===== src/hdl/vector4_alu_defines.svh =====
// ----------------------------------------------------------------------------
// vector4_alu_defines: assertion macros
// implication checks on the block clock, muted while reset is high
// ----------------------------------------------------------------------------
`ifndef VECTOR4_ALU_DEFINES_SVH
`define VECTOR4_ALU_DEFINES_SVH
`ifndef SYNTH
`define VA_ASSERT_IMPLY(lbl, ante, cons) \
  lbl: assert property (@(posedge clk) disable iff (rst) (ante) |-> (cons)) \
    else $error("vector4_alu assertion failed");
`define VA_ASSERT_NEXT(lbl, ante, cons) \
  lbl: assert property (@(posedge clk) disable iff (rst) (ante) |=> (cons)) \
    else $error("vector4_alu assertion failed");
`else
`define VA_ASSERT_IMPLY(lbl, ante, cons)
`define VA_ASSERT_NEXT(lbl, ante, cons)
`endif
`endif


===== src/hdl/va_sqrt.sv =====
// ----------------------------------------------------------------------------
// va_sqrt: pipelined integer square root
// one root bit per stage, floor of the square root of the radicand
// ----------------------------------------------------------------------------
module va_sqrt #(
  parameter int OUT_W = 33
) (
  input  logic                 clk,
  input  logic                 en,
  input  logic [2*OUT_W-1:0]   rad,
  output logic [OUT_W-1:0]     root
);

  localparam int IW = 2 * OUT_W;
  localparam int RW = OUT_W + 3;

  logic [IW-1:0]    opnd [0:OUT_W];
  logic [RW-1:0]    rem  [0:OUT_W];
  logic [OUT_W-1:0] rt   [0:OUT_W];

  assign opnd[0] = rad;
  assign rem[0]  = '0;
  assign rt[0]   = '0;

  for (genvar k = 1; k <= OUT_W; k++) begin : g_stage
    logic [RW-1:0] t;
    logic [RW-1:0] trial;
    logic          ge;
    assign t     = {rem[k-1][RW-3:0], opnd[k-1][IW-1 -: 2]};
    assign trial = RW'({rt[k-1], 2'b01});
    assign ge    = (t >= trial);
    always_ff @(posedge clk) begin
      if (en) begin
        opnd[k] <= {opnd[k-1][IW-3:0], 2'b00};
        rem[k]  <= ge ? (t - trial) : t;
        rt[k]   <= {rt[k-1][OUT_W-2:0], ge};
      end
    end
  end

  assign root = rt[OUT_W];

endmodule


===== config.mk =====
export PLATFORM = sky130hd
export DESIGN_NAME = va_sqrt
export DESIGN_NICKNAME = d
export VERILOG_FILES = /design/src/hdl/vector4_alu_defines.svh /design/src/hdl/va_sqrt.sv
export SDC_FILE = /design/constraint.sdc
export NUM_CORES = 2
export LEC_CHECK = 0
export BUFFER_PORTS_ARGS = -buffer_cell sky130_fd_sc_hd__buf_2
export CAP_MARGIN = 10
export CORE_MARGIN = 10
export CORE_UTILIZATION = 55
export DETAILED_ROUTE_END_ITERATION = 7
export PLACE_DENSITY = 0.7
export SYNTH_ARGS = -nofsm -noshare
export SYNTH_HDL_FRONTEND = slang
export SYNTH_SLANG_ARGS = --single-unit

===== constraint.sdc =====
create_clock -name clk -period 4 [get_ports clk]
set_input_delay 0.2 -clock clk [delete_from_list [all_inputs] [get_ports clk]]
set_output_delay 0.2 -clock clk [all_outputs]
set_load 0.02 [all_outputs]

==> impl_metrics.json <==
{
  "grt_pass1_wl_um": 393000,
  "num_rows": 173,
  "dr.pass1.iters": 7,
  "async_reset_ff_share_pct": 0,
  "worst_pin_slew_ns": 1.08,
  "grtUsageTotal_pct": 20.0,
  "status": "complete, no violations",
  "synth-compound-area-share_pct": 9.59,
  "slew_viol_final": 0,
  "timing.final.crit_share_pct": 95.8,
  "synth-adder-area-share_pct": 6.07,
  "path_clk_slew_ns": 0.06,
  "fmax_mhz": 261,
  "synth_common_cells": "edfxtp_1, inv_1, nand2_1, ha_1, a21oi_1",
  "clk_path_buf_depth": 4,
  "worstSetupPathType": "flip-flop to flip-flop",
  "synth-xor-area-share_pct": 6.23,
  "drt_iter0_drc": 6069,
  "port_buffers": 100,
  "synth.area.mux_share_pct": 0.706,
  "die_w_um": 493,
  "cts_setup_buffers": 0,
  "maxCapViolations": 0,
  "drc": 0,
  "htreeDepth": 5,
  "initial_core_util_pct": 55.3,
  "yosys_warnings": 0,
  "hold_path_end": "opnd[2120]",
  "crit_start": "g_stage[31].t[2]",
  "grt_pass1_vias": 73400,
  "p_switching_mw": 22.3,
  "fin_worst_skew_ns": 0.0608,
  "clkSinkCount": 2654,
  "synth-seq-cells": 2654,
  "cp.arrival_ns": 4.47,
  "crit-reg2reg-launch": "g_stage[31].t[2]",
  "tns_ns": 0,
  "synth_area_per_cell_um2": 13.0,
  "antenna_found_initial": 4,
  "setup_violations": 0,
  "power_density_nw_per_um2": 578,
  "crit_required_ns": 4.64,
  "area_growth_pct": 12.9,
  "grt_overflow": 0,
  "total_leakage_power_nw": 53.4,
  "wl_per_cell_um": 18.8,
  "postSynthCellCount": 9481,
  "ys_types": 82,
  "drtAntennaViolNets": 0,
  "ys.flop_type": "edfxtp_1",
  "synth_area_leaders": "edfxtp_1, ha_1, xor2_1, xnor2_1, a21oi_1",
  "p_sw_share_pct": 27.8,
  "core_area_um2": 222000,
  "timing_hold_violations_final": 0,
  "cp-end-kind": "flip-flop",
  "grt_max_degree": 120,
  "irDropWorstVdd_uv": 408,
  "drive_gt1_share_pct": 7.91,
  "cts_tree": "yes",
  "synth-simple-area-share_pct": 9.69,
  "finalNetCount": 10600,
  "maxSlewHeadroom_pct": 26.4,
  "crit_top_cell": "o31a_1",
  "synth_top_area_share_pct": 64.8,
  "max_stage_delay_ns": 0.39,
  "start_kind": "flip-flop",
  "intPower_mw": 58.0,
  "synthesis.nets": 10100,
  "dp_hpwl_um": 178000,
  "reg2reg_to": "g_stage[32].t[34]",
  "fin_crit_ns": 3.83,
  "clockRootBuffer": "clkbuf_16",
  "synth_top_family_by_area": "simple AND/OR/NAND/NOR gates",
  "pwr-share-clk_pct": 32.6,
  "hold_start": "rad[6]",
  "synth_area_leader_cell": "edfxtp_1",
  "cp_slowest_cell": "edfxtp_1",
  "hold_path.class": "input pin to flip-flop",
  "synth-edff-count": 2654,
  "reg2reg_depth": 12,
  "die_h_um": 493,
  "yosysMostFrequentCell": "edfxtp_1",
  "netlist_area_um2": 123000,
  "place.gp.congestion": 0.917,
  "viasPerCell": 5.65,
  "rsz0062_at_grt": "false",
  "ios": 101,
  "hold_path_depth": 2,
  "vias": 74300,
  "crit_chain": "ha_1, nor2b_1, o31a_1, o31a_1, o31a_1, a41o_1, a21oi_1, o21ai_0, a41o_2, buf_12, and3b_1, xor2_1",
  "power_frac_comb_pct": 20.5,
  "finalWorstSetupSlack_ns": 0.170,
  "pre_cts_slack_ns": 0.218,
  "drt_wl_total_um": 248000,
  "yosysSeqAreaShare_pct": 64.8,
  "rrSetupSlack_ns": 0.17,
  "seqPwrFrac_pct": 46.9,
  "crit_fanout": 58,
  "die_area_um2": 243000,
  "clk_latency_ns": 0.91,
  "cts_inserted_buffers": 295
}
==> layout by cell type (no fill, tap or decap), types with 125 or more instances in the layout <==
cell type	netlist	routed
a21o_1	267	267
a21oi_1	579	577
clkbuf_16	0	297
dlygate4sd3_1	0	130
edfxtp_1	2654	2654
ha_1	596	596
inv_1	762	762
nand2_1	679	679
nand2b_1	125	125
nand3_1	136	136
nor2_1	544	542
nor3_1	233	232
o21ai_0	521	521
xnor2_1	427	427
xor2_1	447	447
==> registers in the layout, summed over array words and instances (netlist names) <==
register / flops
opnd: 992
g_stage.trial: 528
g_stage.t: 1101
root: 33
==> worst max-delay path: cells and delay by family, from the launching register on <==
kind | cells | cell delay, ns
and+or+nand+nor | 2 | 0.39
DFF | 1 | 0.39
adders and majority gates | 1 | 0.37
xor gates and xnor gates | 1 | 0.14
buffers and inverters | 1 | 0.18
AOI/OAI and AO/OA | 7 | 2.10
==> metal layers <==
layer  share of wire (%)  global-route usage, %  vias to the layer above  wire [µm]
li1                    -                      -                    36000          -
met1                  42                   25.9                    35800     105000
met2                  49                   34.4                     1942     122000
met3                 4.7                   2.83                      558      11600
met4                 3.6                   7.06                        0       9040
met5                   0                      0                        -          0
==> power by group through the flow <==
stage	combinational, mW	clock [mW]	sequential (mW)
after floorplan	12.0	0	37.1
after global placement	15.8	0	38.2
after detailed placement	16.1	0	38.2
after CTS	16.3	26.8	37.7
after global routing	18.3	27.9	38.0
final	16.4	26.1	37.7
==> how the worst max path moves through the flow <==
stage / depth (start not counted) / slack, ns / endpoint
after CTS: 13 / 0.20 / g_stage[33].t[35]
after global placement: 13 / 0.22 / g_stage[33].t[35]
final: 12 / 0.17 / g_stage[32].t[34]
after detailed placement: 13 / 0.22 / g_stage[33].t[35]
after global routing: 11 / 0.01 / g_stage[17].t[32]
after floorplan: 13 / 0.54 / g_stage[32].t[14]
==> stage by stage <==
stage	power [mW]	instances	hold WS [ns]	util, %	instance area, µm²
6_report	80.2	13200	0.0628	62.5	139000
5_1_grt	84.3	13200	0.0228	62.5	139000
4_1_cts	80.9	13200	0.00407	62.4	139000
3_5_place_dp	54.4	12500	0.378	57.7	128000
3_3_place_gp	54.0	12500	0.376	57.7	128000
2_1_floorplan	49.1	9481	0.299	-	123000
==> cells by family after synthesis <==
logic type / Yosys count
adders and majority gates: 596
xor gates and xnor gates: 874
muxes: 79
buffers and inverters: 950
DFF: 2654
and+or+nand+nor: 2415
other: 1
AOI/OAI and AO/OA: 1912
==> what timing repair did <==
action | in CTS | in global routing
hold buffers | 130 | 0
gates resized for setup | 0 | 7
endpoints found under the setup margin | 0 | 44
hold endpoints to repair | 117 | 0
==> cell type report <==
| type | instances | area [µm²] |
|---|---|---|
| Multi-Input combinational cell | 5877 | 39800 |
| Timing Repair Buffer | 382 | 3460 |
| Antenna cell | 6 | 15.0 |
| Clock inverter | 156 | 1660 |
| Sequential cell | 2654 | 79700 |
| Inverter | 765 | 2870 |
| Fill cell | 16700 | 83400 |
| Tap cell | 2975 | 3720 |
| Clock buffer | 346 | 7620 |
No activity file was read; power rests on OpenSTA's default activity.
